==> src/hw/rtl/clt_pkg.sv <==
// Shared constants, types and helpers for the idle connection timeout list.
package clt_pkg;

    localparam int MAX_CONN = 64;
    localparam int SLOT_W   = $clog2(MAX_CONN);
    localparam int COUNT_W  = $clog2(MAX_CONN + 1);
    localparam int ID_W     = 6;
    localparam int TIME_W   = 32;
    localparam int OP_W     = 2;

    localparam logic [TIME_W-1:0] TIMEOUT_RESET = 32'd60;

    typedef logic [SLOT_W-1:0]  slot_t;
    typedef logic [COUNT_W-1:0] count_t;
    typedef logic [TIME_W-1:0]  time_t;
    typedef logic [ID_W-1:0]    conn_id_t;

    typedef enum logic [OP_W-1:0] {
        OP_TOUCH  = 2'd0,
        OP_REMOVE = 2'd1,
        OP_SWEEP  = 2'd2
    } op_t;

    // Requests from the sequencer to the three list memories
    typedef struct packed {
        logic  la_we;
        slot_t la_waddr;
        time_t la_wdata;
        slot_t la_raddr;
        logic  ol_we;
        slot_t ol_waddr;
        slot_t ol_wdata;
        slot_t ol_raddr;
        logic  nl_we;
        slot_t nl_waddr;
        slot_t nl_wdata;
        slot_t nl_raddr;
    } mem_req_t;

    // Registered read data coming back from the memories
    typedef struct packed {
        time_t la_rdata;
        slot_t ol_rdata;
        slot_t nl_rdata;
    } mem_rsp_t;

    function automatic logic id_in_range(input conn_id_t id);
        return 32'(id) < MAX_CONN;
    endfunction

    function automatic slot_t to_slot(input conn_id_t id);
        return SLOT_W'(id);
    endfunction

endpackage

==> src/hw/rtl/clt_ram.sv <==
// Generic single write port, single registered read port memory.
module clt_ram #(
    parameter int WIDTH = 8,
    parameter int DEPTH = 64
) (
    input  logic                     clk,
    input  logic                     we,
    input  logic [$clog2(DEPTH)-1:0] waddr,
    input  logic [WIDTH-1:0]         wdata,
    input  logic [$clog2(DEPTH)-1:0] raddr,
    output logic [WIDTH-1:0]         rdata
);

    logic [WIDTH-1:0] mem [DEPTH];

    always_ff @(posedge clk)
    begin
        if (we)
        begin
            mem[waddr] <= wdata;
        end
    end

    always_ff @(posedge clk)
    begin
        rdata <= mem[raddr];
    end

endmodule

==> src/hw/rtl/clt_age.sv <==
// Age unit: modulo time difference and compare against the idle timeout.
module clt_age
    import clt_pkg::*;
(
    input  time_t now_seconds,
    input  time_t last_active,
    input  time_t timeout,
    output logic  expired
);

    time_t age;

    // Wraps modulo 2^32 on purpose
    assign age     = now_seconds - last_active;
    assign expired = age > timeout;

endmodule

==> src/hw/rtl/clt_ctrl.sv <==
// Sequencer: list pointers, presence bits, timeout register and result output.
module clt_ctrl
    import clt_pkg::*;
(
    input  logic        clk,
    input  logic        rst_n,
    input  logic        start,
    input  logic [1:0]  operation,
    input  conn_id_t    conn_id,
    input  time_t       now_seconds,
    input  logic        cfg_we,
    input  time_t       cfg_data,
    output logic        busy,
    output logic        result_valid,
    output conn_id_t    conn_id_out,
    output logic        close_conn,
    output logic        last_result,
    output mem_req_t    mem_req,
    input  mem_rsp_t    mem_rsp
);

    typedef enum logic [2:0] {
        S_IDLE,
        S_UNLINK,
        S_PUSH,
        S_SWEEP,
        S_FLUSH
    } state_t;

    state_t              state_reg, state_next;
    logic [MAX_CONN-1:0] present_reg, present_next;
    slot_t               newest_reg, newest_next;
    slot_t               oldest_reg, oldest_next;
    count_t              count_reg, count_next;
    time_t               timeout_reg, timeout_next;
    time_t               now_reg, now_next;
    slot_t               id_reg, id_next;
    logic                touch_reg, touch_next;
    slot_t               pend_reg, pend_next;
    logic                pend_valid_reg, pend_valid_next;
    logic                valid_reg, valid_next;
    conn_id_t            id_out_reg, id_out_next;
    logic                close_reg, close_next;
    logic                last_reg, last_next;

    logic     expired;
    logic     unlink_en;
    slot_t    ul_slot;
    slot_t    ul_o;
    slot_t    ul_n;
    logic     push_en;
    slot_t    push_slot;
    logic     emit_en;
    conn_id_t emit_id;
    logic     emit_close;
    logic     emit_last;
    slot_t    in_slot;

    clt_age u_age (
        .now_seconds (now_reg),
        .last_active (mem_rsp.la_rdata),
        .timeout     (timeout_reg),
        .expired     (expired)
    );

    assign in_slot = to_slot(conn_id);

    always_comb
    begin
        state_next      = state_reg;
        present_next    = present_reg;
        newest_next     = newest_reg;
        oldest_next     = oldest_reg;
        count_next      = count_reg;
        timeout_next    = cfg_we ? cfg_data : timeout_reg;
        now_next        = now_reg;
        id_next         = id_reg;
        touch_next      = touch_reg;
        pend_next       = pend_reg;
        pend_valid_next = pend_valid_reg;

        mem_req          = '0;
        mem_req.la_raddr = oldest_reg;
        mem_req.ol_raddr = in_slot;
        mem_req.nl_raddr = in_slot;

        unlink_en  = 1'b0;
        ul_slot    = id_reg;
        ul_o       = mem_rsp.ol_rdata;
        ul_n       = mem_rsp.nl_rdata;
        push_en    = 1'b0;
        push_slot  = id_reg;
        emit_en    = 1'b0;
        emit_id    = '0;
        emit_close = 1'b0;
        emit_last  = 1'b0;

        unique case (state_reg)
            S_IDLE:
            begin
                if (start)
                begin
                    id_next    = in_slot;
                    touch_next = (operation == OP_TOUCH);
                    case (operation)
                        OP_TOUCH:
                        begin
                            if (id_in_range(conn_id))
                            begin
                                mem_req.la_we    = 1'b1;
                                mem_req.la_waddr = in_slot;
                                mem_req.la_wdata = now_seconds;
                                if (present_reg[in_slot])
                                begin
                                    state_next = S_UNLINK;
                                end
                                else
                                begin
                                    push_en   = 1'b1;
                                    push_slot = in_slot;
                                end
                            end
                        end
                        OP_REMOVE:
                        begin
                            if (id_in_range(conn_id) && present_reg[in_slot])
                            begin
                                state_next = S_UNLINK;
                            end
                            else
                            begin
                                emit_en    = 1'b1;
                                emit_id    = conn_id;
                                emit_close = 1'b1;
                                emit_last  = 1'b1;
                            end
                        end
                        OP_SWEEP:
                        begin
                            now_next         = now_seconds;
                            pend_valid_next  = 1'b0;
                            mem_req.ol_raddr = oldest_reg;
                            mem_req.nl_raddr = oldest_reg;
                            if (count_reg == '0)
                            begin
                                emit_en   = 1'b1;
                                emit_last = 1'b1;
                            end
                            else
                            begin
                                state_next = S_SWEEP;
                            end
                        end
                        default:
                        begin
                        end
                    endcase
                end
            end
            S_UNLINK:
            begin
                unlink_en = 1'b1;
                if (touch_reg)
                begin
                    state_next = S_PUSH;
                end
                else
                begin
                    emit_en    = 1'b1;
                    emit_id    = ID_W'(id_reg);
                    emit_close = 1'b1;
                    emit_last  = 1'b1;
                    state_next = S_IDLE;
                end
            end
            S_PUSH:
            begin
                push_en    = 1'b1;
                state_next = S_IDLE;
            end
            S_SWEEP:
            begin
                if (expired)
                begin
                    unlink_en = 1'b1;
                    ul_slot   = oldest_reg;
                    // Fetch the next oldest while this one leaves the list
                    mem_req.la_raddr = mem_rsp.nl_rdata;
                    mem_req.ol_raddr = mem_rsp.nl_rdata;
                    mem_req.nl_raddr = mem_rsp.nl_rdata;
                    if (pend_valid_reg)
                    begin
                        emit_en    = 1'b1;
                        emit_id    = ID_W'(pend_reg);
                        emit_close = 1'b1;
                    end
                    pend_next       = oldest_reg;
                    pend_valid_next = 1'b1;
                    if (count_reg == COUNT_W'(1))
                    begin
                        state_next = S_FLUSH;
                    end
                end
                else
                begin
                    emit_en   = 1'b1;
                    emit_last = 1'b1;
                    if (pend_valid_reg)
                    begin
                        emit_id    = ID_W'(pend_reg);
                        emit_close = 1'b1;
                    end
                    state_next = S_IDLE;
                end
            end
            S_FLUSH:
            begin
                emit_en    = 1'b1;
                emit_id    = ID_W'(pend_reg);
                emit_close = 1'b1;
                emit_last  = 1'b1;
                state_next = S_IDLE;
            end
            default:
            begin
                state_next = S_IDLE;
            end
        endcase

        if (unlink_en)
        begin
            if (ul_slot == newest_reg && ul_slot == oldest_reg)
            begin
                newest_next = '0;
                oldest_next = '0;
            end
            else if (ul_slot == newest_reg)
            begin
                newest_next = ul_o;
            end
            else if (ul_slot == oldest_reg)
            begin
                oldest_next = ul_n;
            end
            else
            begin
                mem_req.nl_we    = 1'b1;
                mem_req.nl_waddr = ul_o;
                mem_req.nl_wdata = ul_n;
                mem_req.ol_we    = 1'b1;
                mem_req.ol_waddr = ul_n;
                mem_req.ol_wdata = ul_o;
            end
            present_next[ul_slot] = 1'b0;
            if (count_reg != '0)
            begin
                count_next = count_reg - COUNT_W'(1);
            end
        end

        if (push_en)
        begin
            if (count_reg == '0)
            begin
                oldest_next = push_slot;
            end
            else
            begin
                mem_req.nl_we    = 1'b1;
                mem_req.nl_waddr = newest_reg;
                mem_req.nl_wdata = push_slot;
                mem_req.ol_we    = 1'b1;
                mem_req.ol_waddr = push_slot;
                mem_req.ol_wdata = newest_reg;
            end
            newest_next             = push_slot;
            present_next[push_slot] = 1'b1;
            count_next              = count_reg + COUNT_W'(1);
        end

        valid_next  = emit_en;
        id_out_next = emit_en ? emit_id : id_out_reg;
        close_next  = emit_en ? emit_close : close_reg;
        last_next   = emit_en ? emit_last : last_reg;
    end

    always_ff @(posedge clk or negedge rst_n)
    begin
        if (!rst_n)
        begin
            state_reg      <= S_IDLE;
            present_reg    <= '0;
            newest_reg     <= '0;
            oldest_reg     <= '0;
            count_reg      <= '0;
            timeout_reg    <= TIMEOUT_RESET;
            now_reg        <= '0;
            id_reg         <= '0;
            touch_reg      <= 1'b0;
            pend_reg       <= '0;
            pend_valid_reg <= 1'b0;
            valid_reg      <= 1'b0;
            id_out_reg     <= '0;
            close_reg      <= 1'b0;
            last_reg       <= 1'b0;
        end
        else
        begin
            state_reg      <= state_next;
            present_reg    <= present_next;
            newest_reg     <= newest_next;
            oldest_reg     <= oldest_next;
            count_reg      <= count_next;
            timeout_reg    <= timeout_next;
            now_reg        <= now_next;
            id_reg         <= id_next;
            touch_reg      <= touch_next;
            pend_reg       <= pend_next;
            pend_valid_reg <= pend_valid_next;
            valid_reg      <= valid_next;
            id_out_reg     <= id_out_next;
            close_reg      <= close_next;
            last_reg       <= last_next;
        end
    end

    assign busy         = (state_reg != S_IDLE);
    assign result_valid = valid_reg;
    assign conn_id_out  = id_out_reg;
    assign close_conn   = close_reg;
    assign last_result  = last_reg;

    a_count_matches_present: assert property (@(posedge clk) disable iff (!rst_n)
        32'(count_reg) == $countones(present_reg))
        else $error("entry count disagrees with presence bits");

    a_empty_ends_zero: assert property (@(posedge clk) disable iff (!rst_n)
        count_reg == '0 |-> newest_reg == '0 && oldest_reg == '0)
        else $error("empty list with nonzero end pointers");

    a_ends_present: assert property (@(posedge clk) disable iff (!rst_n)
        count_reg != '0 |-> present_reg[newest_reg] && present_reg[oldest_reg])
        else $error("list end points at an absent slot");

    a_remove_answers: assert property (@(posedge clk) disable iff (!rst_n)
        start && !busy && operation == OP_REMOVE |=> busy || result_valid)
        else $error("remove neither unlinking nor answering");

    a_flush_has_pending: assert property (@(posedge clk) disable iff (!rst_n)
        state_reg == S_FLUSH |-> pend_valid_reg)
        else $error("flush without a pending eviction");

endmodule

==> src/hw/rtl/idle_connection_timeout_list_core.sv <==
// Top level: least recently active connection list with idle timeout sweep.
// Touch of an absent slot: done at the accepting edge, busy stays low.
// Touch of a present slot: busy through the unlink state, then the relink at the newest end.
// Remove: result in the cycle after accept when absent; when present, after the unlink state.
// Sweep: one eviction per cycle through the shared age compare and the link memory
// read port; busy ends at the first unexpired entry, or after the flush state when it empties.
// Async active-low reset empties the list at once; no memory clearing pass.
module idle_connection_timeout_list_core
    import clt_pkg::*;
(
    input  logic        clk,
    input  logic        rst_n,
    input  logic        start,
    output logic        busy,
    input  logic [1:0]  operation,
    input  conn_id_t    conn_id,
    input  time_t       now_seconds,
    input  logic        idle_timeout_we,
    input  time_t       idle_timeout,
    output logic        result_valid,
    output conn_id_t    conn_id_out,
    output logic        close_conn,
    output logic        last_result
);

    mem_req_t mem_req;
    mem_rsp_t mem_rsp;

    clt_ctrl u_ctrl (
        .clk          (clk),
        .rst_n        (rst_n),
        .start        (start),
        .operation    (operation),
        .conn_id      (conn_id),
        .now_seconds  (now_seconds),
        .cfg_we       (idle_timeout_we),
        .cfg_data     (idle_timeout),
        .busy         (busy),
        .result_valid (result_valid),
        .conn_id_out  (conn_id_out),
        .close_conn   (close_conn),
        .last_result  (last_result),
        .mem_req      (mem_req),
        .mem_rsp      (mem_rsp)
    );

    clt_ram #(
        .WIDTH (TIME_W),
        .DEPTH (MAX_CONN)
    ) u_last_active (
        .clk   (clk),
        .we    (mem_req.la_we),
        .waddr (mem_req.la_waddr),
        .wdata (mem_req.la_wdata),
        .raddr (mem_req.la_raddr),
        .rdata (mem_rsp.la_rdata)
    );

    clt_ram #(
        .WIDTH (SLOT_W),
        .DEPTH (MAX_CONN)
    ) u_older_link (
        .clk   (clk),
        .we    (mem_req.ol_we),
        .waddr (mem_req.ol_waddr),
        .wdata (mem_req.ol_wdata),
        .raddr (mem_req.ol_raddr),
        .rdata (mem_rsp.ol_rdata)
    );

    clt_ram #(
        .WIDTH (SLOT_W),
        .DEPTH (MAX_CONN)
    ) u_newer_link (
        .clk   (clk),
        .we    (mem_req.nl_we),
        .waddr (mem_req.nl_waddr),
        .wdata (mem_req.nl_wdata),
        .raddr (mem_req.nl_raddr),
        .rdata (mem_rsp.nl_rdata)
    );

endmodule
==> config.mk <==
export PLATFORM = sky130hd
export DESIGN_NAME = idle_connection_timeout_list_core
export DESIGN_NICKNAME = d
export VERILOG_FILES = /design/src/hw/rtl/clt_pkg.sv /design/src/hw/rtl/clt_ram.sv /design/src/hw/rtl/clt_age.sv /design/src/hw/rtl/clt_ctrl.sv /design/src/hw/rtl/idle_connection_timeout_list_core.sv
export SDC_FILE = /design/constraint.sdc
export NUM_CORES = 2
export LEC_CHECK = 0
export BUFFER_PORTS_ARGS = -buffer_cell sky130_fd_sc_hd__clkbuf_2
export CORE_ASPECT_RATIO = 1.25
export CORE_MARGIN = 1
export CORE_UTILIZATION = 63
export DETAILED_ROUTE_END_ITERATION = 12
export PLACE_DENSITY = 0.79
export SLEW_MARGIN = 0
export SYNTH_ARGS = -nofsm -noshare
export SYNTH_HDL_FRONTEND = slang
export SYNTH_SLANG_ARGS = --single-unit
==> constraint.sdc <==
create_clock -name clk -period 9.9 [get_ports clk]
set_input_delay 1.98 -clock clk [delete_from_list [all_inputs] [get_ports clk]]
set_output_delay 1.98 -clock clk [all_outputs]
set_load 0.1 [all_outputs]
==> results.py <==
metrics = {
    "finish": {
        "reg_top3": "u_last_active.mem (2048), u_newer_link.mem (384), u_older_link.mem (384)",
        "final_common_cell": "edfxtp_1",
        "final_util_pct": 70.4,
        "drive_gt1_share_pct": 10.6,
        "regMostFlops": "u_last_active.mem",
        "area_growth_syn_to_layout_pct": 10.9,
        "largest_reg_flops": 2048,
        "layout_common_cells": "2816 x edfxtp_1, 2112 x nand2_1, 536 x nand3_1",
        "fin_nets": 9471,
    },
    "worst_setup_path": {
        "cp.required_ps": 10650,
        "crit_path_start_kind": "register",
        "worstPathArrival_ps": 10470,
        "cp-end-kind": "register",
        "path_max_fanout": 28,
        "path_class": "reg -> reg",
        "rr_endpoint": "u_last_active.rdata[7]",
        "r2r-start": "u_last_active.rdata[10]",
        "rrSetupSlack_ps": 180,
        "reg2reg_depth": 24,
    },
    "detailed_routing": {
        "drc": 0,
        "first_pass_iters": 11,
        "vias": 83004,
        "via_per_inst": 6.85,
        "ant_nets": 0,
        "drt_iter0_markers": 13061,
        "wire_per_inst_um": 30.8,
        "drt-total-wl_mm": 373,
    },
    "power_and_ir_drop": {
        "power_mw": 40.4,
        "p_per_area_nw_per_um2": 295,
        "leakagePower_nw": 49.5,
        "ir_drop_v": 0.000243,
    },
    "die": {
        "die_y_um": 497,
        "initial_core_util_pct": 63.4,
        "ios": 86,
        "core_region_area_sq_um": 195000,
        "fp.dieW_um": 398,
        "fp-row-count": 181,
        "dieArea_sq_um": 198000,
    },
    "sta": {
        "slew_violations": 0,
        "timing.final.crit_share_pct": 98.2,
        "finClkSkew_ps": 62.9,
        "worst_pin_slew_ps": 1400,
        "final_hold_viol_count": 0,
        "slew_headroom_pct": 5.91,
        "fin_tns_setup_ps": 0,
        "max_freq_ghz": 0.103,
        "timing.final.crit_period_ps": 9720,
        "finalSetupViolCount": 0,
        "grt_setup_unrepaired": "false",
    },
    "clock_network": {
        "cts_tree": "done",
        "clkSinkCount": 3033,
        "post_cts.repair.setup_buffers": 0,
        "clk_pin_slew_worst_paths_ps": 60,
        "cts_buffers": 298,
        "clockRootBuffer": "clkbuf_16",
        "clock_latency_ps": 970,
        "h-tree-depth": 5,
        "clk_path_buf_depth": 4,
    },
    "grt": {
        "grt-ovfl-total": 0,
        "grt_pass1_wl_mm": 534,
        "grt_max_degree": 112,
        "grtUsageTotal_pct": 37.2,
        "antenna_found_initial": 22,
        "grt_pass1_vias": 80969,
    },
    "placed_design": {
        "numPortBuffers": 85,
        "gp_congestion": 0.993,
        "dp_hpwl_mm": 223,
    },
    "logic_synthesis": {
        "netlist_area_sq_um": 124000,
        "synth.distinct_cells": 99,
        "synth_fp_nets": 9362,
        "synth.largest_area_cell": "edfxtp_1",
        "ys_seq_elements": 3033,
        "seq_area_frac_synth_pct": 72.7,
        "synth_warnings": 0,
        "syn_inst": 9214,
        "ys.flop_type": "edfxtp_1",
        "synth-edff-count": 2816,
        "ys_top_cells_by_area": "edfxtp_1 68%, nand2_1 6.4%, dfrtp_1 3.4%",
        "synthArstFlopShare_pct": 5.70,
        "avgSynthCellArea_sq_um": 13.4,
        "synth_top_area_share_pct": 68.4,
    },
    "min_path": {
        "hold_path_class": "reg -> reg",
        "hold_start": "u_ctrl.count_reg[6]",
        "holdPathStages": 1,
        "holdPathEnd": "u_ctrl.count_reg[6]",
    },
    "outcome": {
        "outcome": "finished clean",
    },
    "run": {
        "maxCapViolCount": 0,
    },
}
[cells in the mapped netlist (30+ instances only)]
| cell type | count |
|---|---|
| a211oi_1 | 226 |
| a21oi_1 | 280 |
| a311oi_1 | 66 |
| a31oi_1 | 206 |
| a32oi_1 | 53 |
| and2_1 | 44 |
| and3_1 | 238 |
| buf_1 | 56 |
| buf_2 | 257 |
| buf_4 | 34 |
| clkbuf_1 | 236 |
| dfrtp_1 | 169 |
| dfxtp_1 | 44 |
| edfxtp_1 | 2816 |
| ha_1 | 71 |
| inv_1 | 98 |
| mux2i_1 | 362 |
| nand2_1 | 2118 |
| nand3_1 | 538 |
| nand4_1 | 111 |
| nor2_1 | 248 |
| nor3_1 | 101 |
| nor4_1 | 57 |
| o21ai_0 | 159 |
| o21ai_1 | 65 |
| o221ai_1 | 48 |
| o22ai_1 | 83 |
| or3_1 | 30 |
[cells by family after synthesis]
group	Yosys count	synth area share (%)
AOI/OAI and AO/OA	1406	7.67
muxes	388	3.35
adders and majority gates	72	0.735
DFF	3033	72.7
xor gates and xnor gates	42	0.298
and+or+nand+nor	3587	12.8
buffers and inverters	686	2.46
[critical path, cell delays in order (launching register included)]
cell and delay, ps:
dfxtp_1 840, inv_1 180, ha_1 400, nand2_1 70
o32a_1 350, o31a_1 280, a311oi_1 690, a311oi_1 230
o21ai_0 300, o41ai_1 130, xnor2_1 140, ha_1 320
nand4_1 160, nor4_2 530, a22oi_1 300, a211o_1 570
nand3_2 250, buf_4 370, nand2_4 400, nand2_2 760
buf_4 350, o22ai_1 110, nor4_1 1100, nor2_1 220
a211o_1 420
[area by class of cell]
type                            instances  area [sq um]
Antenna cell                           13          32.5
Timing Repair Buffer                  395          3110
Tap cell                             2562          3210
Inverter                              100           375
Clock inverter                        125          1000
Sequential cell                      3033         89800
Fill cell                           12259         57700
Multi-Input combinational cell       5495         31600
Clock buffer                          386          7980
[power breakdown]
| group | switching (mW) | leakage [nW] | internal, mW | total [mW] |
|---|---|---|---|---|
| Clock | 4.72 | 4.38 | 6.02 | 10.7 |
| Sequential | 0.483 | 30.6 | 15.2 | 15.7 |
| Combinational | 10.2 | 14.5 | 3.78 | 14.0 |
[what timing repair did]
| action | in CTS | in global routing |
|---|---|---|
| hold endpoints to repair | 0 | 0 |
| resized for setup | 0 | 1 |
| endpoints found under the setup margin | 0 | 1 |
| hold buffers | 0 | 0 |
[worst max path at each step]
stage | from | end | slack [ps]
finish | u_last_active.rdata[10] | u_last_active.rdata[7] | 180
CTS | u_ctrl.now_reg[1] | u_last_active.rdata[1] | 430
global placement | u_ctrl.now_reg[1] | u_last_active.rdata[7] | 400
global route | u_ctrl.now_reg[1] | u_last_active.rdata[1] | 9
detailed placement | u_ctrl.now_reg[1] | u_last_active.rdata[1] | 470
floorplan | u_ctrl.now_reg[1] | u_older_link.mem[0][3] | 2290
[per-stage QoR]
stage,setup slack [ps],cells,instance area (sq um),hold slack (ps)
floorplan,2290,9214,124000,442
global placement,404,11579,128000,456
detailed placement,473,11585,128000,457
CTS,435,12096,137000,471
global route,8.61,12099,137000,502
finish,176,12109,137000,472
[routing by layer]
layer	GRT usage [%]	part of all wire [%]
met1	45.0	32
met3	8.50	12
met2	58.0	46
met5	0	0.045
met4	29.1	9.1
(Power assumes the default switching activity.)
